### src/hw/rtl/phls_pkg.sv
// ----------------------------------------------------------------------------
// phls_pkg
// Shared types, codes and character helpers for the password hash line
// scanner: line phases, crypt prefix matcher states and algorithm codes.
// ----------------------------------------------------------------------------
`default_nettype none

package phls_pkg;

  // Default width of the byte position counters
  localparam int unsigned OFFSET_BITS_DEF = 32;

  // Width of the reported byte offset field
  localparam int unsigned OUT_OFFSET_BITS = 32;

  // File layout codes held in the configuration register
  localparam logic [1:0] KIND_NONE     = 2'd0;
  localparam logic [1:0] KIND_SHADOW   = 2'd1;
  localparam logic [1:0] KIND_HTPASSWD = 2'd2;

  // Finding kinds
  localparam logic FIND_EMPTY_PW = 1'b0;
  localparam logic FIND_HASH     = 1'b1;

  // Algorithm codes
  localparam logic [3:0] ALG_MD5CRYPT = 4'd0;
  localparam logic [3:0] ALG_APR1     = 4'd1;
  localparam logic [3:0] ALG_BCRYPT   = 4'd2;
  localparam logic [3:0] ALG_SHA256   = 4'd3;
  localparam logic [3:0] ALG_SHA512   = 4'd4;
  localparam logic [3:0] ALG_SCRYPT   = 4'd5;
  localparam logic [3:0] ALG_YESCRYPT = 4'd6;
  localparam logic [3:0] ALG_GOSTYES  = 4'd7;
  localparam logic [3:0] ALG_SHA1B64  = 4'd8;
  localparam logic [3:0] ALG_DESCRYPT = 4'd9;

  // Length of a traditional DES crypt string
  localparam logic [3:0] DES_LEN  = 4'd13;
  localparam logic [3:0] HLEN_MAX = 4'd15;

  // Classes of the first hash character
  localparam logic [1:0] CLS_NONE  = 2'd0;
  localparam logic [1:0] CLS_LOCK  = 2'd1;
  localparam logic [1:0] CLS_OTHER = 2'd2;

  // Characters of interest
  localparam logic [7:0] CH_NL     = 8'h0A;
  localparam logic [7:0] CH_HASH   = 8'h23; // '#'
  localparam logic [7:0] CH_COLON  = 8'h3A; // ':'
  localparam logic [7:0] CH_STAR   = 8'h2A; // '*'
  localparam logic [7:0] CH_BANG   = 8'h21; // '!'
  localparam logic [7:0] CH_DOLLAR = 8'h24; // '$'
  localparam logic [7:0] CH_LBRACE = 8'h7B; // '{'
  localparam logic [7:0] CH_RBRACE = 8'h7D; // '}'

  // Line phases
  typedef enum logic [2:0] {
    PH_START = 3'd0,
    PH_USER  = 3'd1,
    PH_HASH  = 3'd2,
    PH_AFTER = 3'd3,
    PH_SKIP  = 3'd4
  } phase_t;

  // Prefix matcher states
  typedef logic [4:0] pm_t;
  localparam pm_t PM_START  = 5'd0;
  localparam pm_t PM_DOL    = 5'd1;
  localparam pm_t PM_BRACE  = 5'd2;
  localparam pm_t PM_D1     = 5'd3;
  localparam pm_t PM_DA     = 5'd4;
  localparam pm_t PM_D2     = 5'd5;
  localparam pm_t PM_D5     = 5'd6;
  localparam pm_t PM_D6     = 5'd7;
  localparam pm_t PM_D7     = 5'd8;
  localparam pm_t PM_DY     = 5'd9;
  localparam pm_t PM_DG     = 5'd10;
  localparam pm_t PM_DAP    = 5'd11;
  localparam pm_t PM_DAPR   = 5'd12;
  localparam pm_t PM_DAPR1  = 5'd13;
  localparam pm_t PM_D2X    = 5'd14;
  localparam pm_t PM_DGY    = 5'd15;
  localparam pm_t PM_BS     = 5'd16;
  localparam pm_t PM_BSH    = 5'd17;
  localparam pm_t PM_BSHA   = 5'd18;
  localparam pm_t PM_HIT    = 5'd20;
  localparam pm_t PM_HIT_HI = 5'd28;
  localparam pm_t PM_DEAD   = 5'd31;

  // Hit state for a given algorithm code
  function automatic pm_t pm_hit(input logic [3:0] alg);
    pm_hit = PM_HIT + {1'b0, alg};
  endfunction

  // Advance the crypt prefix matcher by one hash character
  function automatic pm_t prefix_next(input pm_t s, input logic [7:0] c);
    pm_t n;
    n = PM_DEAD;
    case (s)
      PM_START: begin
        if (c == CH_DOLLAR) n = PM_DOL;
        else if (c == CH_LBRACE) n = PM_BRACE;
      end
      PM_DOL: begin
        case (c)
          "1":     n = PM_D1;
          "a":     n = PM_DA;
          "2":     n = PM_D2;
          "5":     n = PM_D5;
          "6":     n = PM_D6;
          "7":     n = PM_D7;
          "y":     n = PM_DY;
          "g":     n = PM_DG;
          default: n = PM_DEAD;
        endcase
      end
      PM_D1:    if (c == CH_DOLLAR) n = pm_hit(ALG_MD5CRYPT);
      PM_DA:    if (c == "p") n = PM_DAP;
      PM_DAP:   if (c == "r") n = PM_DAPR;
      PM_DAPR:  if (c == "1") n = PM_DAPR1;
      PM_DAPR1: if (c == CH_DOLLAR) n = pm_hit(ALG_APR1);
      PM_D2:    if (c == "a" || c == "b" || c == "y") n = PM_D2X;
      PM_D2X:   if (c == CH_DOLLAR) n = pm_hit(ALG_BCRYPT);
      PM_D5:    if (c == CH_DOLLAR) n = pm_hit(ALG_SHA256);
      PM_D6:    if (c == CH_DOLLAR) n = pm_hit(ALG_SHA512);
      PM_D7:    if (c == CH_DOLLAR) n = pm_hit(ALG_SCRYPT);
      PM_DY:    if (c == CH_DOLLAR) n = pm_hit(ALG_YESCRYPT);
      PM_DG:    if (c == "y") n = PM_DGY;
      PM_DGY:   if (c == CH_DOLLAR) n = pm_hit(ALG_GOSTYES);
      PM_BRACE: if (c == "S") n = PM_BS;
      PM_BS:    if (c == "H") n = PM_BSH;
      PM_BSH:   if (c == "A") n = PM_BSHA;
      PM_BSHA:  if (c == CH_RBRACE) n = pm_hit(ALG_SHA1B64);
      default: begin
        // hold a completed match, otherwise stay dead
        if (s >= PM_HIT && s <= PM_HIT_HI) n = s;
      end
    endcase
    prefix_next = n;
  endfunction

  // Character of the crypt alphabet [A-Za-z0-9./]
  function automatic logic is_crypt_char(input logic [7:0] c);
    is_crypt_char = (c >= "0" && c <= "9") || (c >= "A" && c <= "Z") ||
                    (c >= "a" && c <= "z") || c == "." || c == "/";
  endfunction

endpackage

`default_nettype wire

### src/hw/rtl/password_hash_line_scanner_core.sv
// ----------------------------------------------------------------------------
// password_hash_line_scanner_core
// Streams a password file byte by byte and reports crypt hash findings.
// ----------------------------------------------------------------------------
// The block takes one file byte per cycle on the in_ stream (in_tlast marks
// the final byte of a file) and gives at most one finding per line, when the
// line ends at a newline or at the final byte. The only thing that holds the
// input back is a finding still waiting in the output register while
// out_tready is low. The user must write the layout register through cfg_ only
// while no byte is in flight; the block does not enforce it. After the final
// byte all counters restart at offset 0 for the next file; offsets saturate.
`default_nettype none

module password_hash_line_scanner_core #(
  parameter int unsigned OFFSET_BITS = phls_pkg::OFFSET_BITS_DEF
) (
  input  wire logic        clk,
  input  wire logic        rst_n,
  // configuration write
  input  wire logic        cfg_valid,
  output logic             cfg_ready,
  input  wire logic [1:0]  cfg_data,     // [1:0] file_kind
  // byte stream in
  input  wire logic        in_tvalid,
  output logic             in_tready,
  input  wire logic [7:0]  in_tdata,     // [7:0] byte_value
  input  wire logic        in_tlast,     // end_of_data
  // findings out
  output logic             out_tvalid,
  input  wire logic        out_tready,
  output logic [39:0]      out_tdata,    // [3:0] algorithm, [4] weak_hash,
                                         // [36:5] byte_offset, [39:37] zero
  output logic             out_tuser     // finding_kind
);

  import phls_pkg::*;

  localparam logic [OFFSET_BITS-1:0] OFF_MAX = {OFFSET_BITS{1'b1}};

  // Registers
  logic [1:0]             file_kind_r;
  logic [OFFSET_BITS-1:0] pos_r, pos_nxt;
  logic [OFFSET_BITS-1:0] line_start_r, line_start_nxt;
  logic [OFFSET_BITS-1:0] hash_start_r, hash_start_nxt;
  phase_t                 phase_r, phase_nxt;
  logic [3:0]             hlen_r, hlen_nxt;
  pm_t                    prefix_r, prefix_nxt;
  logic                   charset_r, charset_nxt;
  logic [1:0]             first_cls_r, first_cls_nxt;
  logic                   out_valid_r, out_valid_nxt;
  logic                   out_kind_r;
  logic [3:0]             out_alg_r;
  logic                   out_weak_r;
  logic [OFFSET_BITS-1:0] out_off_r;

  // Per-byte working values
  logic                   in_fire;
  logic [7:0]             ch;
  logic                   is_nl;
  logic [OFFSET_BITS-1:0] pos_inc;
  phase_t                 phase_p;
  logic [3:0]             hlen_p;
  pm_t                    prefix_p;
  logic                   charset_p;
  logic [1:0]             first_cls_p;
  logic [OFFSET_BITS-1:0] hash_start_p;
  logic                   found;
  logic                   f_kind;
  logic [3:0]             f_alg;
  logic                   f_weak;
  logic [OFFSET_BITS-1:0] f_off;
  logic [4:0]             alg_diff;
  logic [OUT_OFFSET_BITS-1:0] out_off_sat;

  assign cfg_ready = 1'b1;
  assign in_tready = ~out_valid_r | out_tready;
  assign in_fire   = in_tvalid & in_tready;
  assign ch        = in_tdata;
  assign is_nl     = (ch == CH_NL);
  assign pos_inc   = (pos_r == OFF_MAX) ? pos_r : pos_r + 1'b1;
  assign alg_diff  = prefix_p - PM_HIT;

  // Hold the layout register
  always_ff @(posedge clk) begin
    if (!rst_n) begin
      file_kind_r <= KIND_NONE;
    end else if (cfg_valid && cfg_ready) begin
      file_kind_r <= cfg_data;
    end
  end

  // Apply the byte to the line state
  always_comb begin
    phase_p      = phase_r;
    hlen_p       = hlen_r;
    prefix_p     = prefix_r;
    charset_p    = charset_r;
    first_cls_p  = first_cls_r;
    hash_start_p = hash_start_r;
    if (!is_nl) begin
      case (phase_r)
        PH_START: begin
          phase_p = (ch == CH_HASH || ch == CH_COLON) ? PH_SKIP : PH_USER;
        end
        PH_USER: begin
          if (ch == CH_COLON) begin
            phase_p      = PH_HASH;
            hash_start_p = pos_inc;
          end
        end
        PH_HASH: begin
          if (file_kind_r == KIND_SHADOW && ch == CH_COLON) begin
            phase_p = PH_AFTER;
          end else begin
            if (hlen_r == 4'd0) begin
              first_cls_p = (ch == CH_STAR || ch == CH_BANG) ? CLS_LOCK : CLS_OTHER;
            end
            if (hlen_r != HLEN_MAX) begin
              hlen_p = hlen_r + 4'd1;
            end
            charset_p = charset_r & is_crypt_char(ch);
            prefix_p  = prefix_next(prefix_r, ch);
          end
        end
        PH_AFTER: begin
          phase_p = PH_AFTER;
        end
        default: begin
          phase_p = PH_SKIP;
        end
      endcase
    end
  end

  // Classify the line when it ends
  always_comb begin
    found  = 1'b0;
    f_kind = FIND_HASH;
    f_alg  = ALG_MD5CRYPT;
    f_weak = 1'b0;
    f_off  = hash_start_p;
    if ((is_nl || in_tlast) &&
        (file_kind_r == KIND_SHADOW || file_kind_r == KIND_HTPASSWD) &&
        (phase_p == PH_HASH || phase_p == PH_AFTER)) begin
      if (hlen_p == 4'd0) begin
        if (file_kind_r == KIND_SHADOW) begin
          found  = 1'b1;
          f_kind = FIND_EMPTY_PW;
          f_off  = line_start_r;
        end
      end else if (file_kind_r == KIND_SHADOW && first_cls_p == CLS_LOCK) begin
        found = 1'b0;
      end else if (prefix_p >= PM_HIT && prefix_p <= PM_HIT_HI) begin
        found  = 1'b1;
        f_alg  = alg_diff[3:0];
        f_weak = (f_alg == ALG_MD5CRYPT || f_alg == ALG_APR1 || f_alg == ALG_SHA1B64);
      end else if (hlen_p == DES_LEN && charset_p) begin
        found  = 1'b1;
        f_alg  = ALG_DESCRYPT;
        f_weak = 1'b1;
      end
    end
  end

  // Pick the state after the byte: restart on a line end or file end
  always_comb begin
    pos_nxt        = pos_r;
    line_start_nxt = line_start_r;
    hash_start_nxt = hash_start_r;
    phase_nxt      = phase_r;
    hlen_nxt       = hlen_r;
    prefix_nxt     = prefix_r;
    charset_nxt    = charset_r;
    first_cls_nxt  = first_cls_r;
    if (in_fire) begin
      if (in_tlast || is_nl) begin
        pos_nxt        = in_tlast ? '0 : pos_inc;
        line_start_nxt = in_tlast ? '0 : pos_inc;
        hash_start_nxt = '0;
        phase_nxt      = PH_START;
        hlen_nxt       = 4'd0;
        prefix_nxt     = PM_START;
        charset_nxt    = 1'b1;
        first_cls_nxt  = CLS_NONE;
      end else begin
        pos_nxt        = pos_inc;
        hash_start_nxt = hash_start_p;
        phase_nxt      = phase_p;
        hlen_nxt       = hlen_p;
        prefix_nxt     = prefix_p;
        charset_nxt    = charset_p;
        first_cls_nxt  = first_cls_p;
      end
    end
  end

  // Hold the line state
  always_ff @(posedge clk) begin
    if (!rst_n) begin
      pos_r        <= '0;
      line_start_r <= '0;
      hash_start_r <= '0;
      phase_r      <= PH_START;
      hlen_r       <= 4'd0;
      prefix_r     <= PM_START;
      charset_r    <= 1'b1;
      first_cls_r  <= CLS_NONE;
    end else begin
      pos_r        <= pos_nxt;
      line_start_r <= line_start_nxt;
      hash_start_r <= hash_start_nxt;
      phase_r      <= phase_nxt;
      hlen_r       <= hlen_nxt;
      prefix_r     <= prefix_nxt;
      charset_r    <= charset_nxt;
      first_cls_r  <= first_cls_nxt;
    end
  end

  // Output register: load a finding, drop it once taken
  always_comb begin
    out_valid_nxt = out_valid_r;
    if (in_fire) begin
      out_valid_nxt = found;
    end else if (out_tready) begin
      out_valid_nxt = 1'b0;
    end
  end

  always_ff @(posedge clk) begin
    if (!rst_n) begin
      out_valid_r <= 1'b0;
    end else begin
      out_valid_r <= out_valid_nxt;
    end
  end

  always_ff @(posedge clk) begin
    if (in_fire && found) begin
      out_kind_r <= f_kind;
      out_alg_r  <= f_alg;
      out_weak_r <= f_weak;
      out_off_r  <= f_off;
    end
  end

  // Saturate or zero-extend the offset to the 32-bit output field
  generate
    if (OFFSET_BITS > OUT_OFFSET_BITS) begin : g_off_wide
      assign out_off_sat = (|out_off_r[OFFSET_BITS-1:OUT_OFFSET_BITS]) ?
                           {OUT_OFFSET_BITS{1'b1}} : out_off_r[OUT_OFFSET_BITS-1:0];
    end else if (OFFSET_BITS == OUT_OFFSET_BITS) begin : g_off_same
      assign out_off_sat = out_off_r;
    end else begin : g_off_narrow
      assign out_off_sat = {{(OUT_OFFSET_BITS - OFFSET_BITS){1'b0}}, out_off_r};
    end
  endgenerate

  assign out_tvalid = out_valid_r;
  assign out_tuser  = out_kind_r;
  assign out_tdata  = {3'b000, out_off_sat, out_weak_r, out_alg_r};

  // File end restarts the position count
  a_eod_restart: assert property (@(posedge clk) disable iff (!rst_n)
    in_fire && in_tlast |=> pos_r == '0 && phase_r == PH_START)
    else $error("position not cleared after final byte");

  // Empty-password findings carry no algorithm and no weak flag
  a_empty_fields: assert property (@(posedge clk) disable iff (!rst_n)
    out_valid_r && out_kind_r == FIND_EMPTY_PW |-> out_alg_r == ALG_MD5CRYPT && !out_weak_r)
    else $error("empty password finding with algorithm bits");

  // Matcher stays at its start until a hash character is seen
  a_prefix_idle: assert property (@(posedge clk) disable iff (!rst_n)
    hlen_r == 4'd0 |-> prefix_r == PM_START && first_cls_r == CLS_NONE && charset_r)
    else $error("prefix matcher moved without hash characters");

  // Scanning off: a byte never raises a finding
  a_kind_none: assert property (@(posedge clk) disable iff (!rst_n)
    in_fire && file_kind_r == KIND_NONE |=> !out_valid_r)
    else $error("finding reported with scanning off");

  // A waiting finding blocks the input
  a_stall: assert property (@(posedge clk) disable iff (!rst_n)
    out_valid_r && !out_tready |-> !in_tready)
    else $error("input taken while finding waits");

endmodule

`default_nettype wire
### config.mk
export PLATFORM = sky130hd
export DESIGN_NAME = password_hash_line_scanner_core
export DESIGN_NICKNAME = d
export VERILOG_FILES = /design/src/hw/rtl/phls_pkg.sv /design/src/hw/rtl/password_hash_line_scanner_core.sv
export SDC_FILE = /design/constraint.sdc
export NUM_CORES = 1
export LEC_CHECK = 0
export BUFFER_PORTS_ARGS = -buffer_cell sky130_fd_sc_hd__buf_2
export CAP_MARGIN = 20
export CELL_PAD_IN_SITES_DETAIL_PLACEMENT = 0
export CELL_PAD_IN_SITES_GLOBAL_PLACEMENT = 1
export CORE_MARGIN = 10
export CORE_UTILIZATION = 45
export CTS_CLUSTER_SIZE = 24
export DETAILED_ROUTE_END_ITERATION = 10
export GPL_TIMING_DRIVEN = 0
export PLACE_DENSITY = 0.76
export SKIP_LAST_GASP = 1
export SYNTH_ARGS = -nofsm -noshare
export SYNTH_HDL_FRONTEND = slang
export SYNTH_SLANG_ARGS = --single-unit
### constraint.sdc
create_clock -name clk -period 16.4 [get_ports clk]
set_input_delay 3.28 -clock clk [delete_from_list [all_inputs] [get_ports clk]]
set_output_delay 3.28 -clock clk [all_outputs]
set_load 0.1 [all_outputs]
==> flow_summary.json, run 1 <==
{
  "outcome": "completed",
  "die_h_um": 156,
  "antenna_found_initial": 0,
  "coreArea_um2": 18100,
  "synth_cell_types": 84,
  "period_minus_slack_ns": 7.24,
  "slowest_delay_ns": 0.45,
  "required_ns": 13.12,
  "critical_path.most_common_cell": "buf_2",
  "power_density_nw_per_um2": 87.9,
  "synth_seq_area_share": 0.411,
  "end_kind": "output pin",
  "rrSetupSlack_ns": 12.26,
  "die_x_um": 156,
  "fmax_mhz": 138,
  "wl_mm": 27.1,
  "first_pass_iters": 5,
  "setup_viol_count_final": 0,
  "fp-row-count": 49,
  "syn2layout_area_growth_pct": 14.4,
  "hpwl_mm": 19.8,
  "dieArea_um2": 24400,
  "met3_length_mm": 1.84,
  "htreeDepth": 4,
  "wire_per_inst_um": 20.1,
  "max_cap_viol_count": 0,
  "cts-root-buf": "clkbuf_16",
  "netlist_area_um2": 8340,
  "grt_use_total": 0.221,
  "cp_slowest_cell": "buf_2",
  "crit_path_start": "out_tready",
  "grt_overflow_total": 0,
  "drtIter0Drc": 726,
  "routabilityCongestion": 0.933,
  "ys_ff_latch": 152,
  "ys.flop_type": "dfxtp_1",
  "insertion_delay_ns": 0.44,
  "nFillCells": 1780,
  "io-pin-count": 60,
  "initial_core_util": 0.461,
  "hold_viol": 0,
  "drt-met1-wl_mm": 12.9,
  "yosysMostFrequentCell": "nor2_1",
  "grt_first_pass_wirelength_mm": 42.5,
  "vias_per_cell": 5.89,
  "cts_tree": "yes",
  "clock_sinks": 152,
  "rsz0062_at_grt": "false",
  "drc": 0,
  "ys_top_cells_by_area": "dfxtp_1, edfxtp_1, o21ai_0, nor2_1, nand2_1",
  "drive_above_1_share": 0.106,
  "final_nets": 1131,
  "fin_crit_sh": 0.442,
  "timing.rr.start": "file_kind_r[1]",
  "ant_nets": 0,
  "tightest_slew_ns": 1.19,
  "synth_top_area_frac": 0.274,
  "rr_worst_depth": 12,
  "start_kind": "input pin",
  "postCtsSetupRepairBufs": 0,
  "cp.depth": 3,
  "finalWorstSetupSlack_ns": 9.16,
  "dp_slack_ns": 9.15,
  "crit_buf_inv": 2,
  "grt_max_degree": 31,
  "r2r_end": "out_off_r[16]",
  "hp-class": "reg -> reg",
  "synthTopCellsByCount": "nor2_1, nand2_1, o21ai_0",
  "vdd_drop_max_uv": 80.9,
  "path_cells": "buf_2 -> nand2b_1 -> buf_2",
  "fin_skew_ns": 0.00837,
  "relSlewSlack": 0.198,
  "fin_setup_tns_ns": 0,
  "crit_fanout": 4,
  "first_global_vias": 7374,
  "cts.clk_slew.worst_paths_ns": 0.06,
  "top_layer": "met4",
  "synthArstFlopShare": 0,
  "diodes": 0,
  "vias": 7947,
  "wl_met2_mm": 12.1,
  "cts_buffer_depth": 2,
  "yosys.area.top_type": "dfxtp_1",
  "cts_resized": 0,
  "finalMaxSlewViolations": 0,
  "synthCells": 1033,
  "cts_hold_buf": 0,
  "numCtsBuffers": 17,
  "total_leakage_power_uw": 0.00335,
  "crit_family": "buffers and inverters",
  "syn_area_per_cell_um2": 8.07,
  "synth_edf_count": 38,
  "crit_end": "in_tready",
  "yosysWarnings": 0,
  "arrival_ns": 3.96,
  "place.port_buffers": 53,
  "min-delay-start": "hash_start_r[16]",
  "critPathKind": "in -> out"
}
-- logic make-up (layout without fill, tap and decap cells) --
group | Yosys count | in the layout | share of synthesized area
fa+ha+maj | 7 | 7 | 0.0105
mux | 20 | 20 | 0.0248
compound gates | 305 | 305 | 0.226
other cells | 2 | 4 | 0.000901
flops | 152 | 152 | 0.411
buf+inv | 97 | 183 | 0.0482
simple gates | 415 | 415 | 0.243
xor+xnor | 35 | 35 | 0.0368
-- worst min-delay path, stage by stage, from the launching register on --
cell and delay, ns:
dfxtp_1 0.32, nand2_1 0.04, o21ai_0 0.05
-- worst min path at each step --
stage | cells past startpoint | end | slack (ns)
floorplan | 2 | hash_start_r[11] | 0.42
global placement | 2 | hash_start_r[20] | 0.43
detailed placement | 2 | hash_start_r[16] | 0.44
CTS | 2 | hash_start_r[16] | 0.45
global route | 2 | hash_start_r[18] | 0.48
finish | 2 | hash_start_r[16] | 0.45
-- metrics by stage --
stage | cells | total power [µW] | hold WS (ns) | cell area (µm²) | utilization
finish | 1350 | 838 | 0.446 | 9540 | 0.527
global route | 1350 | 861 | 0.478 | 9540 | 0.527
CTS | 1350 | 841 | 0.452 | 9540 | 0.527
detailed placement | 1318 | 435 | 0.437 | 8930 | 0.494
global placement | 1317 | 435 | 0.429 | 8900 | 0.492
floorplan | 1035 | 419 | 0.420 | 8340 | -
-- report_power, final --
part,internal (µW),total (µW),switching [µW]
clock network,232,411,179
registers,383,383,0.770
logic,10.3,44.1,33.7
-- metal layers --
metal,up-vias,global-route usage
met2,285,0.336
met4,0,0.0458
met3,23,0.0482
met1,3768,0.313
met5,-,0
li1,3871,-
-- layout by cell type (no fill, tap or decap), types with 4 or more instances in the layout --
cell,n
nor2_1,133
nand2_1,121
o21ai_0,119
dfxtp_1,114
a21oi_1,72
clkbuf_1,62
buf_2,61
edfxtp_1,38
nand3_1,35
a22oi_1,26
xnor2_1,20
inv_1,19
mux2i_1,18
nor3_1,17
clkbuf_16,17
xor2_1,15
a211oi_1,13
nor2b_1,11
nor4_1,10
and2_1,10
nand4_1,10
and3_1,9
a31oi_1,9
or3_1,8
nor4b_1,7
ha_1,7
inv_6,6
o211ai_1,5
a2111oi_0,5
buf_4,5
nor4bb_1,4
nand2b_1,4
or2_2,4
and4_1,4
o32a_1,4
nand3b_1,4
nor3b_1,4
o21a_1,4
a22o_1,4
conb_1,4
-- state kept, by name (all words and copies together) (netlist names), 2 cells and up --
name / cells
hash_start_r: 32
line_start_r: 32
out_off_r: 32
pos_r: 32
prefix_r: 5
hlen_r: 4
out_alg_r: 4
phase_r: 3
file_kind_r: 2
first_cls_r: 2
-- cell type report --
cell class	count	area (µm²)	area share
buffer	78	330	0.0346
multi-input combinational	786	4530	0.475
tap	229	287	0.0300
sequential	152	3420	0.359
timing repair buffer	54	285	0.0299
clock buffer	18	429	0.0450
clock inverter	14	179	0.0188
inverter	19	71.3	0.00748
Note: power is estimated with default switching activity, not from simulation.
==> run 2, diff against run 1 <==
- CORE_UTILIZATION: 45 -> 41
- PLACE_DENSITY: 0.76 -> 0.73
- clock period: 16.4 -> 6.65 ns (I/O delays scaled with it)
==> run 2 against run 1 <==
Design area increased by 0.67%. Core utilization decreased by 5.0 points. Global-route usage decreased by 1.7 points. Sequential power increased by 150%. Sequential share of layout area decreased by 0.24 points. Final cell count increased by 3.2%. Critical path depth increased by 8. Largest cell class unchanged. Power increased by 140%. Highest routed layer unchanged. Clock power increased by 140%. Clock skew increased by 0.0017 ns.
==> flow_summary.json, run 2 (synthesis results as in run 1) <==
{
  "min-delay-start": "hash_start_r[26]",
  "die_x_um": 163,
  "syn2layout_area_growth_pct": 15.2,
  "setup_viol_count_final": 0,
  "worst_hold_slack_ns": 0.454,
  "dieArea_um2": 26400,
  "use_met3": 0.0253,
  "rr_worst_depth": 12,
  "cts_resized": 0,
  "drc": 0,
  "wl_mm": 27.0,
  "grtUsageMet1": 0.287,
  "fin_area_um2": 9600,
  "start_kind": "input pin",
  "hp-class": "reg -> reg",
  "postCtsSetupRepairBufs": 0,
  "holdPathStages": 2,
  "fin_crit_sh": 0.723,
  "cts_buffer_depth": 2,
  "numCtsBuffers": 17,
  "final_common_cell": "nor2_1",
  "utilization": 0.478,
  "crit_fanout": 30,
  "end_kind": "flip-flop",
  "power_density_nw_per_um2": 213,
  "vias_per_cell": 5.63,
  "busiest_layer": "met2",
  "drtIter0Drc": 685,
  "path_cells": "buf_2 -> clkbuf_1 -> nand4b_1 -> o311ai_0 -> o41ai_1 -> a2111oi_0 -> nand4_1 -> a21oi_1 -> a32oi_4 -> a31oi_4 -> buf_12",
  "htreeDepth": 4,
  "crit_family": "compound AO/OA/AOI/OAI gates",
  "io-pin-count": 60,
  "cts-root-buf": "clkbuf_16",
  "period_minus_slack_ns": 4.81,
  "total_leakage_power_uw": 0.00334,
  "initial_core_util": 0.415,
  "nFillCells": 2063,
  "slowest_delay_ns": 0.67,
  "arrival_ns": 4.94,
  "cp_slowest_cell": "o311ai_0",
  "grt_first_pass_wirelength_mm": 42.9,
  "clock_sinks": 152,
  "finalMaxSlewViolations": 0,
  "insertion_delay_ns": 0.43,
  "hold_viol": 0,
  "vdd_drop_max_uv": 184,
  "relSlewSlack": 0.272,
  "first_pass_iters": 5,
  "whs_endpoint": "hash_start_r[26]",
  "grt_overflow_total": 0,
  "fin_skew_ns": 0.0100,
  "tightest_slew_ns": 1.06,
  "hpwl_mm": 19.7,
  "outcome": "completed",
  "rsz0062_at_grt": "false",
  "grt_util_met2": 0.322,
  "diodes": 0,
  "coreArea_um2": 20100,
  "rrSetupSlack_ns": 2.64,
  "required_ns": 6.78,
  "fmax_mhz": 208,
  "cts_tree": "yes",
  "place.port_buffers": 53,
  "cts.clk_slew.worst_paths_ns": 0.07,
  "routabilityCongestion": 0.900,
  "max_cap_viol_count": 0,
  "crit_buf_inv": 3,
  "r2r_end": "out_off_r[12]",
  "timing.rr.start": "file_kind_r[1]",
  "dpl-instance-area_um2": 8990,
  "critPathKind": "in -> reg",
  "cts_hold_buf": 0,
  "drive_above_1_share": 0.109,
  "wire_per_inst_um": 19.4,
  "first_global_vias": 7479,
  "final_nets": 1133,
  "ant_nets": 0,
  "grt_use_total": 0.203,
  "fp-row-count": 52,
  "layout_common_cells": "nor2_1, nand2_1, o21ai_0",
  "antenna_found_initial": 0,
  "fin_setup_tns_ns": 0,
  "die_h_um": 163,
  "vias": 7842,
  "grt_max_degree": 31
}
==> run 2: layout make-up <==
class / count / area (µm²) / share of cell area
Buffer: 78 / 330 / 0.0344
Tap cell: 270 / 338 / 0.0352
Sequential cell: 152 / 3420 / 0.356
Inverter: 19 / 71.3 / 0.00743
Clock buffer: 17 / 425 / 0.0443
Clock inverter: 15 / 185 / 0.0193
Timing Repair Buffer: 56 / 295 / 0.0307
Multi-Input combinational cell: 786 / 4530 / 0.472
==> run 2: how the worst max path moves through the flow <==
stage	from	endpoint	slack (ns)	cells after the start
floorplan	in_tdata[3]	out_alg_r[0]	0.65	9
global placement	in_tdata[3]	out_off_r[12]	-1.20	10
detailed placement	in_tdata[7]	out_off_r[17]	1.50	11
CTS	in_tdata[7]	out_off_r[17]	1.95	11
global route	in_tdata[7]	out_off_r[10]	1.73	11
finish	in_tdata[7]	out_off_r[12]	1.84	11
==> run 2: report_power, final <==
group / switching [µW] / internal (µW) / leakage [µW]
registers: 1.86 / 943 / 0.00131
logic: 82.6 / 25.6 / 0.00173
clock network: 452 / 540 / 0.000292
total: 537 / 1510 / 0.00334
==> run 2: tightest hold or removal path: cells and delay by family (launching register included) <==
| family | cells | cell delay (ns) |
|---|---|---|
| AOI/OAI and AO/OA | 1 | 0.05 |
| DFF | 1 | 0.33 |
| and+or+nand+nor | 1 | 0.04 |
==> run 2: per-layer routing <==
metal / part of all wire / vias to the layer above
met5: 0 / -
met3: 0.050 / 20
met2: 0.45 / 225
met4: 0.011 / 0
met1: 0.49 / 3715
li1: - / 3882
==> run 2: per-stage QoR <==
stage          total power (µW)  setup WS [ns]  std cells
3_5_place_dp               1070           1.50       1360
3_3_place_gp               1070          -1.20       1358
4_1_cts                    2060           1.95       1392
6_report                   2050           1.84       1393
2_1_floorplan              1030          0.649       1035
5_1_grt                    2100           1.73       1393
